File: src/rtl/playfair_digraph_cipher_defines.svh
// Assertion macros shared by the cipher RTL.
`ifndef PLAYFAIR_DIGRAPH_CIPHER_DEFINES_SVH
`define PLAYFAIR_DIGRAPH_CIPHER_DEFINES_SVH

// The consequent must hold in the same cycle as the antecedent.
`define PDC_ASSERT_NOW(label, clk, rst_n, ante, cons, msg) \
  label: assert property (@(posedge clk) disable iff (!rst_n) (ante) |-> (cons)) \
    else $error(msg);

// The consequent must hold in the cycle after the antecedent.
`define PDC_ASSERT_NEXT(label, clk, rst_n, ante, cons, msg) \
  label: assert property (@(posedge clk) disable iff (!rst_n) (ante) |=> (cons)) \
    else $error(msg);

`endif

File: src/rtl/pdc_pkg.sv
package pdc_pkg;

  // Request codes of the input channel.
  typedef enum logic [2:0] {
    REQ_CLEAR = 3'd0,
    REQ_KEY   = 3'd1,
    REQ_END   = 3'd2,
    REQ_ENC   = 3'd3,
    REQ_DEC   = 3'd4
  } req_t;

  // Status codes of the result channel.
  typedef enum logic [1:0] {
    STAT_OK         = 2'd0,
    STAT_NONLETTER  = 2'd1,
    STAT_INCOMPLETE = 2'd2
  } status_t;

  // A decoded ASCII letter.
  typedef struct packed {
    logic       ok;
    logic [4:0] idx;
  } letter_t;

  localparam logic [4:0] SQ_CELLS    = 5'd25;
  localparam logic [4:0] ALPHA_LAST  = 5'd25;
  localparam logic [4:0] LETTER_I    = 5'd8;
  localparam logic [4:0] LETTER_J    = 5'd9;
  localparam logic [2:0] DIM_LAST    = 3'd4;
  localparam logic [7:0] ASCII_UP_A  = 8'h41;
  localparam logic [7:0] ASCII_UP_Z  = 8'h5A;
  localparam logic [7:0] ASCII_LO_A  = 8'h61;
  localparam logic [7:0] ASCII_LO_Z  = 8'h7A;

  // Letter index 0..25 for an ASCII letter of either case.
  function automatic letter_t letter_index(input logic [7:0] ch);
    letter_t r;
    r.ok  = 1'b0;
    r.idx = '0;
    if (ch >= ASCII_UP_A && ch <= ASCII_UP_Z) begin
      r.ok  = 1'b1;
      r.idx = 5'(ch - ASCII_UP_A);
    end else if (ch >= ASCII_LO_A && ch <= ASCII_LO_Z) begin
      r.ok  = 1'b1;
      r.idx = 5'(ch - ASCII_LO_A);
    end
    return r;
  endfunction

  // Row of a cell index 0..24; (pos * 13) >> 6 equals pos / 5 on that range.
  function automatic logic [2:0] pos_row(input logic [4:0] pos);
    logic [8:0] prod;
    prod = 9'(pos) * 9'd13;
    return prod[8:6];
  endfunction

  // Column of a cell index 0..24.
  function automatic logic [2:0] pos_col(input logic [4:0] pos);
    logic [4:0] base;
    base = {2'b00, pos_row(pos)} * 5'd5;
    return 3'(pos - base);
  endfunction

  // Cell index from row and column.
  function automatic logic [4:0] sq_addr(input logic [2:0] row, input logic [2:0] col);
    return 5'({2'b00, row} * 5'd5) + {2'b00, col};
  endfunction

  // Step one place forward or back around a row or column.
  function automatic logic [2:0] wrap_step(input logic [2:0] x, input logic back);
    logic [2:0] r;
    if (back) begin
      r = (x == 3'd0) ? DIM_LAST : 3'(x - 3'd1);
    end else begin
      r = (x == DIM_LAST) ? 3'd0 : 3'(x + 3'd1);
    end
    return r;
  endfunction

endpackage

File: src/rtl/playfair_digraph_cipher.sv
// Channel   Ports                                              Handshake
// --------  -------------------------------------------------  -----------------------------
// input     in_req_type, in_first_letter, in_second_letter     start high while busy is low
// result    out_first_out, out_second_out, out_status          out_strobe, one cycle
//
// Key letters, clears, rejected pairs, unknown codes and ends on a ready square
// give their result in the cycle after the transaction, with busy low.
// An accepted pair's result passes the position memory read and then the key
// square memory read; busy is high while the key square read is made.
// Any other end item walks the 26 letters at one per cycle.
// Reset (rst_n low at a clock edge) empties the square; the receiver never stalls.
module playfair_digraph_cipher (
  input  logic       clk,
  input  logic       rst_n,
  input  logic       start,
  output logic       busy,
  input  logic [2:0] in_req_type,
  input  logic [7:0] in_first_letter,
  input  logic [7:0] in_second_letter,
  output logic       out_strobe,
  output logic [7:0] out_first_out,
  output logic [7:0] out_second_out,
  output logic [1:0] out_status
);
  import pdc_pkg::*;

`include "playfair_digraph_cipher_defines.svh"

  typedef enum logic [1:0] {
    S_IDLE,
    S_POS,
    S_FILL
  } state_t;

  state_t      state_r;
  logic [25:0] used_r;
  logic [4:0]  fill_r;
  logic        ready_r;
  logic [4:0]  fill_idx_r;
  logic        dec_r;
  logic        out_valid_r;
  logic        out_sq_r;
  status_t     out_status_r;

  // Key square and position map storage.
  logic [4:0]  sq_mem  [25];
  logic [4:0]  pos_mem [26];
  logic [4:0]  pos_rd_a_r;
  logic [4:0]  pos_rd_b_r;
  logic [4:0]  sq_rd_a_r;
  logic [4:0]  sq_rd_b_r;

  logic        acc;
  req_t        req;
  letter_t     la;
  letter_t     lb;
  logic [4:0]  msg_a;
  logic [4:0]  msg_b;
  logic        key_we;
  logic        fill_we;
  logic        mem_we;
  logic [4:0]  wr_letter;
  logic [2:0]  ra;
  logic [2:0]  ca;
  logic [2:0]  rb;
  logic [2:0]  cb;
  logic [4:0]  sq_addr_a;
  logic [4:0]  sq_addr_b;

  assign busy = (state_r == S_POS) || (state_r == S_FILL);
  assign acc  = start && !busy;
  assign req  = req_t'(in_req_type);
  assign la   = letter_index(in_first_letter);
  assign lb   = letter_index(in_second_letter);

  // Message letters with j folded onto i.
  assign msg_a = (la.idx == LETTER_J) ? LETTER_I : la.idx;
  assign msg_b = (lb.idx == LETTER_J) ? LETTER_I : lb.idx;

  // A key letter places itself, or the end walk places the next unused letter.
  assign key_we = acc && (req == REQ_KEY) && la.ok && !ready_r && (la.idx != LETTER_J)
                  && !used_r[la.idx] && (fill_r < SQ_CELLS);
  assign fill_we = (state_r == S_FILL) && (fill_idx_r != LETTER_J)
                   && !used_r[fill_idx_r] && (fill_r < SQ_CELLS);
  assign mem_we    = key_we || fill_we;
  assign wr_letter = (state_r == S_FILL) ? fill_idx_r : la.idx;

  // Square addresses from the positions read at the pair's transaction.
  always_comb begin
    ra = pos_row(pos_rd_a_r);
    ca = pos_col(pos_rd_a_r);
    rb = pos_row(pos_rd_b_r);
    cb = pos_col(pos_rd_b_r);
    if (ra == rb) begin
      sq_addr_a = sq_addr(ra, wrap_step(ca, dec_r));
      sq_addr_b = sq_addr(rb, wrap_step(cb, dec_r));
    end else if (ca == cb) begin
      sq_addr_a = sq_addr(wrap_step(ra, dec_r), ca);
      sq_addr_b = sq_addr(wrap_step(rb, dec_r), cb);
    end else begin
      sq_addr_a = sq_addr(ra, cb);
      sq_addr_b = sq_addr(rb, ca);
    end
  end

  // Position memory: one write port, two registered read ports. Writes happen
  // only while the square is incomplete and reads matter only once it is
  // ready, so no forwarding is needed.
  always_ff @(posedge clk) begin
    if (mem_we) begin
      pos_mem[wr_letter] <= fill_r;
    end
    pos_rd_a_r <= pos_mem[msg_a];
    pos_rd_b_r <= pos_mem[msg_b];
  end

  // Key square memory: same arrangement.
  always_ff @(posedge clk) begin
    if (mem_we) begin
      sq_mem[fill_r] <= wr_letter;
    end
    sq_rd_a_r <= sq_mem[sq_addr_a];
    sq_rd_b_r <= sq_mem[sq_addr_b];
  end

  // Control state and registered result.
  always_ff @(posedge clk) begin
    if (!rst_n) begin
      state_r      <= S_IDLE;
      used_r       <= '0;
      fill_r       <= '0;
      ready_r      <= 1'b0;
      fill_idx_r   <= '0;
      dec_r        <= 1'b0;
      out_valid_r  <= 1'b0;
      out_sq_r     <= 1'b0;
      out_status_r <= STAT_OK;
    end else begin
      out_valid_r  <= 1'b0;
      out_sq_r     <= 1'b0;
      out_status_r <= STAT_OK;
      if (mem_we) begin
        used_r[wr_letter] <= 1'b1;
        fill_r            <= 5'(fill_r + 5'd1);
      end
      unique case (state_r)
        S_IDLE: begin
          if (acc) begin
            case (req)
              REQ_CLEAR: begin
                used_r      <= '0;
                fill_r      <= '0;
                ready_r     <= 1'b0;
                out_valid_r <= 1'b1;
              end
              REQ_KEY: begin
                out_valid_r  <= 1'b1;
                out_status_r <= la.ok ? STAT_OK : STAT_NONLETTER;
              end
              REQ_END: begin
                if (ready_r) begin
                  out_valid_r <= 1'b1;
                end else begin
                  fill_idx_r <= '0;
                  state_r    <= S_FILL;
                end
              end
              REQ_ENC, REQ_DEC: begin
                if (!ready_r) begin
                  out_valid_r  <= 1'b1;
                  out_status_r <= STAT_INCOMPLETE;
                end else if (!la.ok || !lb.ok) begin
                  out_valid_r  <= 1'b1;
                  out_status_r <= STAT_NONLETTER;
                end else begin
                  dec_r   <= (req == REQ_DEC);
                  state_r <= S_POS;
                end
              end
              default: begin
                out_valid_r <= 1'b1;
              end
            endcase
          end
        end
        S_POS: begin
          out_valid_r <= 1'b1;
          out_sq_r    <= 1'b1;
          state_r     <= S_IDLE;
        end
        S_FILL: begin
          if (fill_idx_r == ALPHA_LAST) begin
            ready_r     <= 1'b1;
            out_valid_r <= 1'b1;
            state_r     <= S_IDLE;
          end else begin
            fill_idx_r <= 5'(fill_idx_r + 5'd1);
          end
        end
        default: begin
          state_r <= S_IDLE;
        end
      endcase
    end
  end

  // Result ports; letters come straight from the square read registers.
  assign out_strobe     = out_valid_r;
  assign out_first_out  = out_sq_r ? 8'(ASCII_LO_A + {3'b000, sq_rd_a_r}) : 8'd0;
  assign out_second_out = out_sq_r ? 8'(ASCII_LO_A + {3'b000, sq_rd_b_r}) : 8'd0;
  assign out_status     = out_status_r;

  // The square is never written once it is complete.
  `PDC_ASSERT_NOW(a_no_write_ready, clk, rst_n, mem_we, !ready_r, "square written while ready")
  // The fill count never passes the square size.
  `PDC_ASSERT_NOW(a_fill_bound, clk, rst_n, 1'b1, fill_r <= SQ_CELLS, "fill count overflow")
  // A pair in flight delivers its letters in the next cycle.
  `PDC_ASSERT_NEXT(a_pair_result, clk, rst_n, state_r == S_POS, out_valid_r && out_sq_r,
    "pair result missing")
  // Every transaction yields a result at once or starts a multicycle operation.
  `PDC_ASSERT_NEXT(a_acc_progress, clk, rst_n, acc,
    out_valid_r || state_r == S_POS || state_r == S_FILL, "transaction dropped")
  // Letters are shown only together with the strobe and an ok status.
  `PDC_ASSERT_NOW(a_sq_strobe, clk, rst_n, out_sq_r, out_valid_r && out_status_r == STAT_OK,
    "letters without strobe")

endmodule
File: config.mk
export PLATFORM = sky130hd
export DESIGN_NAME = playfair_digraph_cipher
export DESIGN_NICKNAME = d
export VERILOG_FILES = /design/src/rtl/pdc_pkg.sv /design/src/rtl/playfair_digraph_cipher.sv
export VERILOG_INCLUDE_DIRS = /design/src /design/src/rtl
export SDC_FILE = /design/constraint.sdc
export NUM_CORES = 1
export LEC_CHECK = 0
export BUFFER_PORTS_ARGS = -buffer_cell sky130_fd_sc_hd__buf_2
export CORE_UTILIZATION = 60
export DETAILED_ROUTE_END_ITERATION = 7
export HOLD_SLACK_MARGIN = 0.05
export PLACE_DENSITY = 0.77
export SYNTH_ARGS = -nofsm -noshare
export SYNTH_HDL_FRONTEND = slang
export SYNTH_SLANG_ARGS = --single-unit
export TNS_END_PERCENT = 30
File: constraint.sdc
create_clock -name clk -period 9.7 [get_ports clk]
set_clock_uncertainty 0.15 [all_clocks]
set_input_delay 1.94 -clock clk [delete_from_list [all_inputs] [get_ports clk]]
set_output_delay 1.94 -clock clk [all_outputs]
set_load 0.02 [all_outputs]
# Word-level counts from Yosys, hierarchy flattened
# Memories as Yosys holds them, arrays and structs flattened. A register that Yosys moved wholly into a read port is not among the register bits.
# Cells that the tools add are included.
[totals]
regBits = 44
mem_bits_rw = 255
in_bits = 22
out_inout_bits = 20
memories = 2
[mem_list]
columns = ["memory", "words", "word_bits", "rd", "rd_ports_with_merged_regs", "write_ports", "line", "source"]
rows = [
  ["pos_mem", 26, 5, 2, 2, 1, "playfair_digraph_cipher.sv:47", "logic [4:0] pos_mem [26];"],
  ["sq_mem", 25, 5, 2, 2, 1, "playfair_digraph_cipher.sv:46", "logic [4:0] sq_mem [25];"],
]
[classes]
add_sub_neg = 24
mul = 6
order_cmp = 13
n_eq_ne = 27
mux = 75
n_bitwise = 2
reduce_logical = 37
[ops]
columns = ["cell", "count"]
rows = [
  ["26-bit 2-to-1 mux", 4],
  ["5-bit 2-to-1 mux", 15],
  ["3-bit 2-to-1 mux", 18],
  ["8-bit by 7-bit greater-or-equal comparator with 1-bit output, second input constant", 4],
  ["8-bit by 7-bit <= comparator with 1-bit output, second input constant", 4],
  ["5-bit by 3-bit adder with 5-bit output", 6],
  ["26-bit OR", 1],
  ["6-bit 2-to-1 mux", 4],
  ["3-bit by 3-bit multiplier with 5-bit output, second input constant", 4],
  ["5-bit by 1-bit subtractor with 5-bit output, second input constant", 4],
  ["5-bit by 6-bit < comparator with 1-bit output, second input constant", 3],
  ["5-bit by 4-bit multiplier with 9-bit output, second input constant", 2],
  ["7-bit by 5-bit adder with 8-bit output, first input constant", 2],
  ["1-bit 2-to-1 mux", 16],
  ["8-bit 2-to-1 mux", 2],
  ["3-bit == test, second input constant", 5],
  ["1-bit logical AND", 15],
  ["3-bit zero test", 5],
  ["3-bit by 1-bit adder with 3-bit output, second input constant", 4],
  ["2-bit 2-to-1 mux", 6],
  ["2-bit one-hot mux with 2 select lines", 3],
  ["3-bit by 1-bit subtractor with 3-bit output, second input constant", 4],
  ["5-bit by 1-bit adder with 5-bit output, second input constant", 2],
  ["1-bit binary-select mux with 5-bit select", 2],
  ["29 further kinds", 49],
]

# Longest topological paths before layout
[logic_depth]
depth_word = 15
depth_mapped = 32
ltp_nobuf = 29

# Least setup slack after synthesis
# OpenSTA, ideal clock, no wires.
[synth_path]
kind = "reg2reg"
start = "register pos_rd_a_r[1] (read register of pos_mem)"
end = "register sq_rd_a_r[3] (read register of sq_mem)"
setup_time_ns = 0.116
arrival_ns = 6.001
path_slack_ns = 3.433
stages_incl_launch_ff = 27
n_path_buf = 1
period_less_slack_ns = 6.267
path_cell_list = "dfxtp_1 > ha_1 > fa_1 > ha_1 > a41o_2 > o2111a_1 > a311oi_4 > inv_1 > ha_1 > xnor2_1 > nor4_1 > nor2_2 > inv_2 > ha_1 > inv_1 > a21oi_1 > nor2_1 > ha_1 > inv_1 > fa_1 > nor4b_1 > a31oi_1 > buf_2 > mux4_2 > mux2i_1 > a22oi_1 > o211a_1"
[synth_between]
elab_chain_len = 10
[synth_rtl]
columns = ["element", "line", "source"]
rows = [
  ["from (decl)", "playfair_digraph_cipher.sv:48", "logic [4:0] pos_rd_a_r;"],
  ["parallel branches: the longest is 9 deep, another holds 5-bit by 4-bit multiplier with 9-bit output", "-", ""],
  ["5-bit 2-to-1 mux (*)", "playfair_digraph_cipher.sv:94", "if (ra == rb) begin"],
  ["to (decl)", "playfair_digraph_cipher.sv:50", "logic [4:0] sq_rd_a_r;"],
]
# Mark *: on every way between the ends. The select of a mux whose other input is x is not followed.
# A chain may end at the register's enable or synchronous reset.

# Worst setup path in the final report
[layout_path]
start = "register pos_rd_b_r[1] (read register of pos_mem)"
end = "register sq_rd_b_r[3] (read register of sq_mem)"
[layout_between]
elab_chain_len = 10
[layout_rtl]
columns = ["element", "line", "source"]
rows = [
  ["from (decl)", "playfair_digraph_cipher.sv:49", "logic [4:0] pos_rd_b_r;"],
  ["parallel branches: the longest is 9 deep, another holds 5-bit by 4-bit multiplier with 9-bit output", "-", ""],
  ["5-bit 2-to-1 mux (*)", "playfair_digraph_cipher.sv:94", ""],
  ["to (decl)", "playfair_digraph_cipher.sv:51", "logic [4:0] sq_rd_b_r;"],
]
# Marks and branches as above.

==> flow_summary.yaml <==
sta:
  post-route-min-period_ns: 7.80
  hold_viol_final: 0
  slew_headroom_pct: 16.9
  finalCritPeriodShare_pct: 80.5
  max_clock_freq_mhz: 128
  whs_ns: 0.329
  rsz0062_at_grt: "no"
  worstMarginPinSlew_ns: 1.24
  setup_viol: 0
  tns_ns: 0
  drv_slew: 0
logic_synthesis:
  yosys_warnings: 0
  yosys-top-cells-area: "edfxtp_1 40%, dfxtp_1 6.7%, mux2i_1 6.2%"
  ys_ff_latch: 319
  synth-main-ff-cell: "edfxtp_1"
  syn_inst: 1805
  synth_edf_count: 255
  synth_top_cell_by_area: "edfxtp_1"
  avgSynthCellArea_um2: 10.5
  synth_top_area_share_pct: 40.3
  syn_nets: 1918
  synthArstFlopShare_pct: 0
  netlist_area_um2: 19000
  synth_cell_types: 97
  yosysSeqAreaShare_pct: 47.0
critical_path:
  cp_slowest_cell: "a22oi_2"
  r2r-start: "pos_rd_b_r[1]$_DFF_P_"
  cp_common_cell: "ha_1"
  max_stage_delay_ns: 0.98
  path_cells: "ha_1 -> fa_1 -> ha_1 -> a41oi_1 -> a22oi_2 -> xnor2_1 -> xnor2_1 -> ha_1 -> a21oi_1 -> o221ai_1 -> o211ai_1 -> nand2_1 -> xor2_1 -> a21oi_1 -> ha_1 -> inv_1 -> fa_1 -> xor2_1 -> a22oi_2 -> buf_4 -> mux4_2 -> mux2i_1 -> mux2_2 -> mux2i_1"
  cp_data_arrival_time_ns: 8.04
  cp-end-kind: "flip-flop"
  rrSetupSlack_ns: 1.90
  cp-endpoint: "sq_rd_b_r[3]$_DFF_P_"
  path_class: "flip-flop to flip-flop"
  crit_fanout: 15
  r2r_cells: 24
  crit_required_ns: 9.94
  crit_path_start: "pos_rd_b_r[1]$_DFF_P_"
  worstSetupStartpointType: "flip-flop"
  cp_top_family: "compound AO/OA/AOI/OAI gates"
  worstSetupPathDepth: 24
  path_buf_inv: 2
  r2r_end: "sq_rd_b_r[3]$_DFF_P_"
clocking:
  hold_buffers: 0
  clock_path_buffers: 3
  cts.sinks: 319
  post_cts_buffers: 0
  cts-root-buf: "clkbuf_16"
  cts_max_level: 2
  numCtsBuffers: 36
  cts_tree: "built"
  clock_latency_ns: 0.52
  path_clk_slew_ns: 0.06
  cts-resized-gates: 0
cells_and_area:
  regArea_um2: 8940
  nNetsFinal: 1923
  final_common_cell: "nand2_1"
  multi_input_area_um2: 9460
  fillers: 2329
  final_cell_mix: "271 x nand2_1, 255 x edfxtp_1, 166 x nor2_1"
  final_cells: 2235
  final_util_pct: 66.9
  drive_above_1_share_pct: 12.7
  synthToLayoutAreaGrowth_pct: 8.81
hold_path:
  hp-class: "flip-flop to flip-flop"
die:
  die-area_um2: 32400
  fp.coreArea_um2: 30900
  dieWidth_um: 180
  row_count: 64
  die_h_um: 180
  ios: 42
  start_util_pct: 61.5
routing:
  drt-total-wl_um: 49600
  met2WireLength_um: 23500
  drtIter0Drc: 1659
  drt-vias-per-instance: 6.58
  drtPass1Iterations: 7
  dr_total_vias: 14700
  wl_per_cell_um: 22.2
  drc: 0
  wl_met3_um: 4110
  postRouteAntennaNets: 0
  routed.top_layer: "met4"
  m1WireLength_um: 19800
grt:
  grt_pass1_wl_um: 78500
  overflow: 0
  grt_max_degree: 66
  grt_pass1_vias: 14400
  groute.usage.overall_pct: 30.8
  grt_antenna_before_repair: 1
power_and_ir_drop:
  powerDensity_nw_per_um2: 420
  power.static_leakage_nw: 8.08
  finalPower_mw: 8.68
  irDropWorstVdd_mv: 0.652
job:
  maxCapViolCount: 0
place:
  io_buffer_count: 41
  place_inst: 2168
  gp_congestion: 0.942
  dp_hpwl_um: 33900
run_status:
  status: "finished clean"
worst min-delay path by stage:
stage	from	endpoint	slack [ns]	cells after the start
after floorplan	used_r[9]$_SDFF_PN0_	used_r[9]$_SDFF_PN0_	0.29	1
after detailed placement	used_r[9]$_SDFF_PN0_	used_r[9]$_SDFF_PN0_	0.32	1
after global placement	used_r[9]$_SDFF_PN0_	used_r[9]$_SDFF_PN0_	0.31	1
after global routing	used_r[9]$_SDFF_PN0_	used_r[9]$_SDFF_PN0_	0.35	1
final	used_r[9]$_SDFF_PN0_	used_r[9]$_SDFF_PN0_	0.33	1
after CTS	used_r[9]$_SDFF_PN0_	used_r[9]$_SDFF_PN0_	0.33	1
flip-flops by register name, summed over array words and instances (netlist names), 2 cells and up:
name,flops
pos_rd_a_r,5
used_r,26
pos_rd_b_r,5
out_status,2
fill_idx_r,5
sq_mem,125
sq_rd_a_r,5
fill_r,5
state_r,2
sq_rd_b_r,5
pos_mem,130
routing by layer:
metal	vias to the layer above	GRT usage [%]
met5	-	0
met4	0	13.6
met3	156	4.09
met2	772	52.1
met1	7076	39.7
li1	6702	-
synth_stat cells (25+ instances only):
| cell | count |
|---|---|
| edfxtp_1 | 255 |
| o21ai_0 | 30 |
| nand2_1 | 271 |
| clkbuf_1 | 68 |
| mux2_2 | 33 |
| dfxtp_1 | 64 |
| inv_1 | 47 |
| nor3_1 | 29 |
| a21oi_1 | 40 |
| nor2_1 | 168 |
| o21a_1 | 34 |
| xnor2_1 | 30 |
| o211ai_1 | 35 |
| ha_1 | 85 |
| mux2i_1 | 117 |
| nand3_1 | 118 |
| a311oi_1 | 25 |
cell type report:
type | count | share of cell area (%)
Antenna cell | 1 | 0.0121
Clock buffer | 43 | 4.74
Clock inverter | 23 | 1.03
Inverter | 50 | 0.907
Multi-Input combinational cell | 1335 | 45.7
Sequential cell | 319 | 43.2
Tap cell | 396 | 2.40
Timing Repair Buffer | 68 | 1.97
where the power goes:
part	internal, mW	switching [mW]	leakage (nW)	total [mW]
Combinational	2.54	3.22	4.38	5.76
Sequential	1.52	0.0411	3.12	1.56
Clock	0.806	0.554	0.581	1.36
Total	4.87	3.81	8.08	8.68
kinds of logic (layout without fill, tap and decap cells):
group           count (synthesis)  after routing  share of synthesized area [%]
mux                           182            182                           11.5
flops                         319            319                           47.0
xor+xnor                       59             59                           3.01
compound gates                318            318                           12.5
fa+ha+maj                      93             93                           6.33
buf+inv                       151            184                           3.65
other cells                     0              1                              0
simple gates                  683            683                           15.9
stage by stage:
| step | worst slack, ns | instance area (µm²) |
|---|---|---|
| 2_1_floorplan | 3.43 | 19000 |
| 3_3_place_gp | 2.24 | 19500 |
| 3_5_place_dp | 1.99 | 19500 |
| 4_1_cts | 1.94 | 20700 |
| 5_1_grt | 1.46 | 20700 |
| 6_report | 1.90 | 20700 |
Note: power is estimated with default switching activity, not from simulation.
